**src/tkla_pkg.sv**
```systemverilog
// ----------------------------------------------------------------------------
// Terminal keystroke line assembler package
// Shared command type, control codes, byte constants and the VT100 key table.
// ----------------------------------------------------------------------------
`default_nettype none

package tkla_pkg;

    localparam int ESC_MAX     = 5;
    localparam int NUM_KEYS    = 22;
    localparam int QUEUE_DEPTH = 4;
    localparam int QUEUE_AW    = 2;

    localparam logic [2:0] ESC_OVER = 3'd6;
    localparam logic [4:0] KEY_TAB  = 5'd22;

    localparam logic [7:0] CH_NUL = 8'h00;
    localparam logic [7:0] CH_BS  = 8'h08;
    localparam logic [7:0] CH_TAB = 8'h09;
    localparam logic [7:0] CH_LF  = 8'h0a;
    localparam logic [7:0] CH_CR  = 8'h0d;
    localparam logic [7:0] CH_ESC = 8'h1b;
    localparam logic [7:0] CH_DEL = 8'h7f;

    localparam logic [1:0] OP_NOP    = 2'd0;
    localparam logic [1:0] OP_APPEND = 2'd1;
    localparam logic [1:0] OP_BKSP   = 2'd2;
    localparam logic [1:0] OP_KEY    = 2'd3;

    typedef struct packed {
        logic       pre_flush;
        logic [1:0] op;
        logic [7:0] data;
    } cmd_t;

    typedef struct packed {
        logic       hit;
        logic [4:0] code;
    } key_hit_t;

    typedef logic [ESC_MAX-1:0][7:0] esc_seq_t;

    localparam esc_seq_t KEY_SEQ [NUM_KEYS] = '{
        40'h000000001b, 40'h0000415b1b, 40'h0000425b1b, 40'h0000435b1b,
        40'h0000445b1b, 40'h007e365b1b, 40'h007e355b1b, 40'h007e345b1b,
        40'h007e315b1b, 40'h007e325b1b, 40'h0000504f1b, 40'h0000514f1b,
        40'h0000524f1b, 40'h0000534f1b, 40'h7e35315b1b, 40'h7e37315b1b,
        40'h7e38315b1b, 40'h7e39315b1b, 40'h7e30325b1b, 40'h7e31325b1b,
        40'h7e33325b1b, 40'h7e34325b1b
    };

    localparam logic [2:0] KEY_LEN [NUM_KEYS] = '{
        3'd1, 3'd3, 3'd3, 3'd3, 3'd3, 3'd4, 3'd4, 3'd4, 3'd4, 3'd4, 3'd3,
        3'd3, 3'd3, 3'd3, 3'd5, 3'd5, 3'd5, 3'd5, 3'd5, 3'd5, 3'd5, 3'd5
    };

    function automatic key_hit_t key_match(input esc_seq_t seq, input logic [2:0] cnt);
        key_hit_t r;
        logic     eq;
        r = '0;
        for (int k = NUM_KEYS - 1; k >= 0; k--)
        begin
            eq = (KEY_LEN[k] == cnt);
            for (int j = 0; j < ESC_MAX; j++)
            begin
                if ((j < int'(cnt)) && (seq[j] != KEY_SEQ[k][j]))
                begin
                    eq = 1'b0;
                end
            end
            if (eq)
            begin
                r.hit  = 1'b1;
                r.code = 5'(k);
            end
        end
        return r;
    endfunction

endpackage

`default_nettype wire

```
**src/terminal_keystroke_line_assembler_unit.sv**
```systemverilog
// A key token reaches the output through the command queue, command register and
// output register; flushed characters also pass the line buffer's read data register.
// Throughput: one byte per cycle is taken while the four-entry command queue has room.
// The line engine steps each command through S_IDLE and S_EXEC, and each flushed
// character through S_RD and S_EMIT for its single-port buffer's registered read data.
// Reset clears the line length, the escape and discard state, the queue and the output.
// ----------------------------------------------------------------------------
// Terminal keystroke line assembler
// Assembles terminal bytes into edited lines and decodes VT100 key sequences.
// ----------------------------------------------------------------------------
`default_nettype none

module terminal_keystroke_line_assembler_unit
    import tkla_pkg::*;
#(
    parameter int LINE_CAPACITY = 32
)
(
    input  wire logic        clk,
    input  wire logic        rst_n,
    input  wire logic        s_tvalid,
    output logic             s_tready,
    input  wire logic [7:0]  s_tdata,   // [7:0] in_byte
    input  wire logic        s_tuser,   // [0] chunk_first
    input  wire logic        s_tlast,
    output logic             m_tvalid,
    input  wire logic        m_tready,
    output logic [15:0]      m_tdata,   // [7:0] line_char, [12:8] key_code, rest zero
    output logic             m_tuser,   // [0] record_kind
    output logic             m_tlast
);

    logic accept;
    logic push;
    cmd_t push_cmd;
    logic full;
    logic pop;
    cmd_t pop_cmd;
    logic empty;

    assign s_tready = !full;
    assign accept   = s_tvalid && s_tready;

    tkla_front u_front (
        .clk         (clk),
        .rst_n       (rst_n),
        .accept      (accept),
        .in_byte     (s_tdata),
        .chunk_first (s_tuser),
        .chunk_last  (s_tlast),
        .push        (push),
        .push_cmd    (push_cmd)
    );

    tkla_fifo u_fifo (
        .clk      (clk),
        .rst_n    (rst_n),
        .push     (push),
        .push_cmd (push_cmd),
        .full     (full),
        .pop      (pop),
        .pop_cmd  (pop_cmd),
        .empty    (empty)
    );

    tkla_back #(
        .LINE_CAPACITY (LINE_CAPACITY)
    ) u_back (
        .clk      (clk),
        .rst_n    (rst_n),
        .empty    (empty),
        .pop_cmd  (pop_cmd),
        .pop      (pop),
        .m_tvalid (m_tvalid),
        .m_tready (m_tready),
        .m_tdata  (m_tdata),
        .m_tuser  (m_tuser),
        .m_tlast  (m_tlast)
    );

endmodule

`default_nettype wire

```
**src/tkla_front.sv**
```systemverilog
// ----------------------------------------------------------------------------
// Keystroke front end
// Tracks chunk and escape state, decodes key sequences and turns each
// accepted byte into at most one command for the line engine.
// ----------------------------------------------------------------------------
`default_nettype none

module tkla_front
    import tkla_pkg::*;
(
    input  wire logic       clk,
    input  wire logic       rst_n,
    input  wire logic       accept,
    input  wire logic [7:0] in_byte,
    input  wire logic       chunk_first,
    input  wire logic       chunk_last,
    output logic            push,
    output cmd_t            push_cmd
);

    logic       esc_mode_reg, esc_mode_next;
    logic       discard_reg, discard_next;
    logic [2:0] esc_cnt_reg, esc_cnt_next;
    esc_seq_t   esc_bytes_reg, esc_bytes_next;
    key_hit_t   match;
    logic       taken;
    cmd_t       cmd;

    always_comb
    begin
        esc_mode_next  = esc_mode_reg;
        discard_next   = discard_reg;
        esc_cnt_next   = esc_cnt_reg;
        esc_bytes_next = esc_bytes_reg;
        cmd            = '0;
        taken          = 1'b0;

        if (chunk_first)
        begin
            esc_mode_next = 1'b0;
            discard_next  = 1'b0;
            esc_cnt_next  = '0;
            if (in_byte == CH_ESC)
            begin
                cmd.pre_flush     = 1'b1;
                esc_mode_next     = 1'b1;
                esc_bytes_next[0] = in_byte;
                esc_cnt_next      = 3'd1;
                taken             = 1'b1;
            end
        end

        if (!taken)
        begin
            if (esc_mode_next)
            begin
                if (esc_cnt_next < 3'(ESC_MAX))
                begin
                    esc_bytes_next[esc_cnt_next] = in_byte;
                    esc_cnt_next                 = esc_cnt_next + 3'd1;
                end
                else
                begin
                    esc_cnt_next = ESC_OVER;
                end
            end
            else if (!discard_next)
            begin
                unique case (in_byte)
                    CH_BS, CH_DEL:
                    begin
                        cmd.op = OP_BKSP;
                    end
                    CH_TAB:
                    begin
                        cmd.op   = OP_KEY;
                        cmd.data = {3'b000, KEY_TAB};
                    end
                    CH_CR, CH_LF:
                    begin
                        cmd.pre_flush = 1'b1;
                        discard_next  = 1'b1;
                    end
                    CH_NUL:
                    begin
                        cmd.op = OP_NOP;
                    end
                    default:
                    begin
                        cmd.op   = OP_APPEND;
                        cmd.data = in_byte;
                    end
                endcase
            end
        end

        match = key_match(esc_bytes_next, esc_cnt_next);

        if (chunk_last)
        begin
            if (esc_mode_next && match.hit)
            begin
                cmd.op   = OP_KEY;
                cmd.data = {3'b000, match.code};
            end
            esc_mode_next = 1'b0;
            discard_next  = 1'b0;
            esc_cnt_next  = '0;
        end
    end

    assign push     = accept && (cmd.pre_flush || (cmd.op != OP_NOP));
    assign push_cmd = cmd;

    always_ff @(posedge clk or negedge rst_n)
    begin
        if (!rst_n)
        begin
            esc_mode_reg <= 1'b0;
            discard_reg  <= 1'b0;
            esc_cnt_reg  <= '0;
        end
        else if (accept)
        begin
            esc_mode_reg <= esc_mode_next;
            discard_reg  <= discard_next;
            esc_cnt_reg  <= esc_cnt_next;
        end
    end

    always_ff @(posedge clk)
    begin
        if (accept)
        begin
            esc_bytes_reg <= esc_bytes_next;
        end
    end

endmodule

`default_nettype wire

```
**src/tkla_fifo.sv**
```systemverilog
// ----------------------------------------------------------------------------
// Command queue
// Short first-in first-out queue of commands between front end and engine.
// ----------------------------------------------------------------------------
`default_nettype none

module tkla_fifo
    import tkla_pkg::*;
(
    input  wire logic clk,
    input  wire logic rst_n,
    input  wire logic push,
    input  wire cmd_t push_cmd,
    output logic      full,
    input  wire logic pop,
    output cmd_t      pop_cmd,
    output logic      empty
);

    cmd_t                store [QUEUE_DEPTH];
    logic [QUEUE_AW-1:0] wr_ptr_reg;
    logic [QUEUE_AW-1:0] rd_ptr_reg;
    logic [QUEUE_AW:0]   count_reg;
    logic                do_push;
    logic                do_pop;

    assign full    = (count_reg == (QUEUE_AW + 1)'(QUEUE_DEPTH));
    assign empty   = (count_reg == '0);
    assign do_push = push && !full;
    assign do_pop  = pop && !empty;
    assign pop_cmd = store[rd_ptr_reg];

    always_ff @(posedge clk or negedge rst_n)
    begin
        if (!rst_n)
        begin
            wr_ptr_reg <= '0;
            rd_ptr_reg <= '0;
            count_reg  <= '0;
        end
        else
        begin
            if (do_push)
            begin
                wr_ptr_reg <= wr_ptr_reg + 1'b1;
            end
            if (do_pop)
            begin
                rd_ptr_reg <= rd_ptr_reg + 1'b1;
            end
            if (do_push && !do_pop)
            begin
                count_reg <= count_reg + 1'b1;
            end
            else if (do_pop && !do_push)
            begin
                count_reg <= count_reg - 1'b1;
            end
        end
    end

    always_ff @(posedge clk)
    begin
        if (do_push)
        begin
            store[wr_ptr_reg] <= push_cmd;
        end
    end

endmodule

`default_nettype wire

```
**src/tkla_back.sv**
```systemverilog
// ----------------------------------------------------------------------------
// Line engine
// Owns the line buffer, carries out queued commands and drives the
// registered result stream.
// ----------------------------------------------------------------------------
`default_nettype none

module tkla_back
    import tkla_pkg::*;
#(
    parameter int LINE_CAPACITY = 32
)
(
    input  wire logic         clk,
    input  wire logic         rst_n,
    input  wire logic         empty,
    input  wire cmd_t         pop_cmd,
    output logic              pop,
    output logic              m_tvalid,
    input  wire logic         m_tready,
    output logic [15:0]       m_tdata,
    output logic              m_tuser,
    output logic              m_tlast
);

    localparam int AW = (LINE_CAPACITY > 1) ? $clog2(LINE_CAPACITY) : 1;
    localparam int LW = $clog2(LINE_CAPACITY + 1);

    localparam logic [1:0] S_IDLE = 2'd0;
    localparam logic [1:0] S_EXEC = 2'd1;
    localparam logic [1:0] S_RD   = 2'd2;
    localparam logic [1:0] S_EMIT = 2'd3;

    logic [7:0]    line_mem [LINE_CAPACITY];
    logic [1:0]    state_reg, state_next;
    cmd_t          cmd_reg, cmd_next;
    logic [LW-1:0] len_reg, len_next;
    logic [AW-1:0] idx_reg, idx_next;
    logic [7:0]    rd_data_reg;
    logic          wr_en;

    logic          out_valid_reg;
    logic          out_kind_reg;
    logic [7:0]    out_char_reg;
    logic [4:0]    out_key_reg;
    logic          out_last_reg;

    logic          out_free;
    logic          load;
    logic          ld_kind;
    logic [7:0]    ld_char;
    logic [4:0]    ld_key;
    logic          ld_last;
    logic [LW-1:0] idx_ext;

    assign out_free = !out_valid_reg || m_tready;
    assign idx_ext  = LW'(idx_reg) + LW'(1);

    always_comb
    begin
        state_next = state_reg;
        cmd_next   = cmd_reg;
        len_next   = len_reg;
        idx_next   = idx_reg;
        pop        = 1'b0;
        wr_en      = 1'b0;
        load       = 1'b0;
        ld_kind    = 1'b0;
        ld_char    = '0;
        ld_key     = '0;
        ld_last    = 1'b0;

        unique case (state_reg)
            S_IDLE:
            begin
                if (!empty)
                begin
                    pop        = 1'b1;
                    cmd_next   = pop_cmd;
                    state_next = S_EXEC;
                end
            end
            S_EXEC:
            begin
                if (cmd_reg.pre_flush && (len_reg != '0))
                begin
                    cmd_next.pre_flush = 1'b0;
                    idx_next           = '0;
                    state_next         = S_RD;
                end
                else
                begin
                    unique case (cmd_reg.op)
                        OP_NOP:
                        begin
                            state_next = S_IDLE;
                        end
                        OP_APPEND:
                        begin
                            wr_en    = 1'b1;
                            len_next = len_reg + LW'(1);
                            if (len_reg == LW'(LINE_CAPACITY - 1))
                            begin
                                cmd_next.op        = OP_NOP;
                                cmd_next.pre_flush = 1'b0;
                                idx_next           = '0;
                                state_next         = S_RD;
                            end
                            else
                            begin
                                state_next = S_IDLE;
                            end
                        end
                        OP_BKSP:
                        begin
                            if (len_reg != '0)
                            begin
                                len_next = len_reg - LW'(1);
                            end
                            state_next = S_IDLE;
                        end
                        OP_KEY:
                        begin
                            if (out_free)
                            begin
                                load       = 1'b1;
                                ld_kind    = 1'b1;
                                ld_key     = cmd_reg.data[4:0];
                                ld_last    = 1'b1;
                                state_next = S_IDLE;
                            end
                        end
                        default:
                        begin
                            state_next = S_IDLE;
                        end
                    endcase
                end
            end
            S_RD:
            begin
                state_next = S_EMIT;
            end
            S_EMIT:
            begin
                if (out_free)
                begin
                    load    = 1'b1;
                    ld_char = rd_data_reg;
                    ld_last = (idx_ext == len_reg);
                    if (idx_ext == len_reg)
                    begin
                        len_next   = '0;
                        state_next = S_EXEC;
                    end
                    else
                    begin
                        idx_next   = idx_reg + AW'(1);
                        state_next = S_RD;
                    end
                end
            end
            default:
            begin
                state_next = S_IDLE;
            end
        endcase
    end

    always_ff @(posedge clk or negedge rst_n)
    begin
        if (!rst_n)
        begin
            state_reg     <= S_IDLE;
            len_reg       <= '0;
            out_valid_reg <= 1'b0;
        end
        else
        begin
            state_reg <= state_next;
            len_reg   <= len_next;
            if (load)
            begin
                out_valid_reg <= 1'b1;
            end
            else if (m_tready)
            begin
                out_valid_reg <= 1'b0;
            end
        end
    end

    always_ff @(posedge clk)
    begin
        cmd_reg <= cmd_next;
        idx_reg <= idx_next;
        if (load)
        begin
            out_kind_reg <= ld_kind;
            out_char_reg <= ld_char;
            out_key_reg  <= ld_key;
            out_last_reg <= ld_last;
        end
    end

    always_ff @(posedge clk)
    begin
        if (wr_en)
        begin
            line_mem[len_reg[AW-1:0]] <= cmd_reg.data;
        end
        if (state_reg == S_RD)
        begin
            rd_data_reg <= line_mem[idx_reg];
        end
    end

    assign m_tvalid = out_valid_reg;
    assign m_tdata  = {3'b000, out_key_reg, out_char_reg};
    assign m_tuser  = out_kind_reg;
    assign m_tlast  = out_last_reg;

endmodule

`default_nettype wire

```
**config.mk**
```make
export PLATFORM = sky130hd
export DESIGN_NAME = terminal_keystroke_line_assembler_unit
export DESIGN_NICKNAME = d
export VERILOG_FILES = /design/src/tkla_pkg.sv /design/src/terminal_keystroke_line_assembler_unit.sv /design/src/tkla_front.sv /design/src/tkla_fifo.sv /design/src/tkla_back.sv
export SDC_FILE = /design/constraint.sdc
export NUM_CORES = 1
export LEC_CHECK = 0
export BUFFER_PORTS_ARGS = -buffer_cell sky130_fd_sc_hd__buf_4
export CORE_UTILIZATION = 50
export CTS_CLUSTER_DIAMETER = 30
export DETAILED_ROUTE_END_ITERATION = 10
export GPL_TIMING_DRIVEN = 0
export PLACE_DENSITY = 0.66
export SLEW_MARGIN = 20
export SYNTH_ARGS = -nofsm -noshare
export SYNTH_HDL_FRONTEND = slang
export SYNTH_HIERARCHICAL = 1
export SYNTH_SLANG_ARGS = --single-unit
```
**constraint.sdc**
```tcl
create_clock -name clk -period 10.8 [get_ports clk]
set_input_delay 0.54 -clock clk [delete_from_list [all_inputs] [get_ports clk]]
set_output_delay 0.54 -clock clk [all_outputs]
set_load 0.005 [all_outputs]
```
==> flow_summary_export.csv <==
group,metric,value,unit
outcome,status,"finished, final reports clean",
grt,track_usage,23.0,%
synthesis,synth_largest_area_cell,"edfxtp_1",
grt,grt_max_degree,34,
grt,grt_pass1_wl,61.5,mm
clock_tree,postCtsSetupBuffers,0,
sta,slew_viol_final,0,
worst_setup_path,crit_type,"reg -> reg",
detailed_routing,drtPass1Iterations,5,
detailed_routing,post_drt_wl_per_cell,23.0,um
synthesis,synth_edf_count,379,
sta,finalCritPeriodShare,41.1,%
floorplanning,rows,68,
clock_tree,postCtsResizedCells,0,
power_and_ir_drop,leakage,7.46,nW
worst_setup_path,critPathMaxFanout,10,
sta,setup_ws,6360,ps
placed_design,gp_congestion,0.921,
sta,skew,32.2,ps
grt,grt_antenna_before_repair,1,
synthesis,yosys_warnings,6,
cells_and_area,largest_reg_flops,256,
worst_setup_path,path_cells,"clkbuf_8 > nor3b_2 > nand2_1 > a221o_2 > nand2_1 > a2bb2oi_1 > or3_2 > a31oi_4 > o31a_1 > nor2b_1 > buf_6 > ha_1 > inv_1 > fa_1 > xor2_1 > nor2_1 > xor2_1",
sta,fin_tns_setup,0,ps
clock_tree,postCtsHoldBufs,1,
cells_and_area,fin_nets,1253,
detailed_routing,avgViaCountPerCell,5.91,
detailed_routing,ant_nets,0,
synthesis,synth_cells,1099,
synthesis,synth_top_area_share,63.9,%
floorplanning,die_h,191,um
worst_setup_path,ff2ff_path_depth,17,
clock_tree,ctsHtreeMaxLevel,3,
power_and_ir_drop,power.density,231,nW/um^2
worst_setup_path,max_stage_delay,520,ps
sta,rsz0062_at_grt,"false",
clock_tree,clock_latency,600,ps
clock_tree,cts_tree,"yes",
job,timing.max_cap.violations,0,
sta,relSlewSlack,39.0,%
floorplanning,die-area,36400,um^2
synthesis,syn_area_per_cell,16.2,um^2
placed_design,port_buffers,28,
synthesis,seq_area_frac_synth,66.8,%
floorplanning,start_util,51.2,%
clock_tree,cts_sinks,400,
detailed_routing,drc,0,
worst_setup_path,cp.arrival,4940,ps
placed_design,placed_cells_incl_taps,1587,
worst_setup_path,slowest_stage,"or3_2",
min_path,hp-class,"in -> reg",
synthesis,ys_top_cells_by_area,"edfxtp_1 64%, mux4_2 10%, dfrtp_1 2.9%, nand2_1 2.1%, nor2_1 1.5%",
synthesis,netlist_top_cells_count,"379 x edfxtp_1, 98 x nand2_1, 83 x mux4_2",
worst_setup_path,start_kind,"flop",
clock_tree,clk_pin_slew,50,ps
detailed_routing,via_count,10373,
sta,max_freq,0.225,GHz
placed_design,dpl_cell_area,18700,um^2
synthesis,synth_area,17800,um^2
worst_setup_path,critPathRequiredTime,11300,ps
min_path,whs_path_depth,2,
worst_setup_path,cp-end-kind,"flop",
sta,worstMarginPinSlew,912,ps
sta,period_minus_slack,4440,ps
floorplanning,io_pins,34,
sta,final-hold-violation-count,0,
clock_tree,cts_buffers,86,
placed_design,pre_cts_ws,6030,ps
clock_tree,clockBufferDepth,3,
sta,setup_viol,0,
detailed_routing,drtIter0Drc,1006,
cells_and_area,drive_above_1_share,27.5,%
cells_and_area,finalInstanceArea,21700,um^2
synthesis,async_flop_share,5.25,%
power_and_ir_drop,ir_drop,0.199,mV
detailed_routing,wl,40.4,mm
cells_and_area,areaGrowthSynthToFinish,22.0,%
synthesis,synth-seq-cells,400,
floorplanning,die_w,191,um
synthesis,yosys.cell_count.top_type,"edfxtp_1",
grt,grt_pass1_vias,10460,
clock_tree,cts_root_buf,"clkbuf_16",
synthesis,synth_top_flop_cell,"edfxtp_1",
grt,grt_remaining_overflow,0,
placed_design,hpwl,26.0,mm
synthesis,ys_types,98,
cells_and_area,final_cells,1756,
floorplanning,coreArea,34800,um^2
cell usage in the layout (no fill, tap or decap), types with 11 or more instances in the layout:
cell and instances:
nor2b_1 11, clkbuf_16 88, inv_1 22, and2_1 25, edfxtp_1 379, mux2_2 24, o211ai_1 11, mux4_2 83
nand4_1 14, nand3_1 24, a21oi_1 27, inv_6 14, buf_2 11, nor2_1 73, buf_4 35, clkbuf_1 35
o21ai_0 27, nand2_1 98, dfrtp_1 21
metal layers:
metal | vias to the layer above | GRT usage (%) | wire length [um]
met5 | - | 0 | 0
met1 | 5245 | 30.4 | 16500
met4 | 0 | 9.88 | 1320
met2 | 396 | 37.2 | 20100
met3 | 82 | 4.38 | 2510
li1 | 4650 | - | -
power by group:
part | leakage [nW] | internal, mW | switching, mW
logic | 2.35 | 0.259 | 0.291
clock network | 1.41 | 1.75 | 0.856
registers | 3.70 | 1.82 | 0.0507
total | 7.46 | 3.83 | 1.20
cells by family (layout without fill, tap and decap cells):
group	Yosys count	in the layout	share of synthesized area, %
other	1	4	0.0210
DFF	400	400	66.8
and+or+nand+nor	325	325	9.63
AOI/OAI and AO/OA	140	140	5.60
adders and majority gates	12	12	0.927
xor gates and xnor gates	18	18	0.885
muxes	118	118	13.4
buffers and inverters	85	284	2.75
stage by stage:
stage	utilization, %	hold slack [ps]	power (mW)
detailed placement	53.7	458	2.45
floorplan	-	244	2.27
finish	62.5	208	5.03
CTS	62.2	178	5.07
global route	62.5	192	5.20
global placement	53.5	455	2.43
layout make-up:
class	instances	area, um^2
multi-input cells	616	5440
diodes	1	2.50
plain buffers	63	408
repair buffers	38	385
well taps	455	569
inverters	22	82.6
clock inverters	59	689
fillers	2484	13100
clock buffers	102	2260
flip-flops and latches	400	11900
path summary, 6_finish.rpt:
kind | slack, ps | startpoint | to
setup / recovery | 6360 | u_front/esc_cnt_reg[0] | u_fifo/count_reg[2]
hold / removal | 210 | s_tlast | u_front/discard_reg
setup reg to reg | 6360 | u_front/esc_cnt_reg[0] | u_fifo/count_reg[2]
hold reg to reg | 480 | u_fifo/count_reg[2] | u_fifo/count_reg[2]
max in group asynchronous | 10110 | rst_n | u_front/esc_cnt_reg[0]
min in group asynchronous | 410 | rst_n | u_back/len_reg[0]
worst max-delay path, delay by kind of cell (launching register included):
family                   cells  cell delay, ps
AO/OA/AOI/OAI                4             990
flip-flops                   1             440
adder cells (fa/ha/maj)      2             600
AND/OR/NAND/NOR              6            1620
buffers and inverters        3             410
XOR/XNOR                     2             310
No activity file was read; power rests on OpenSTA's default activity.
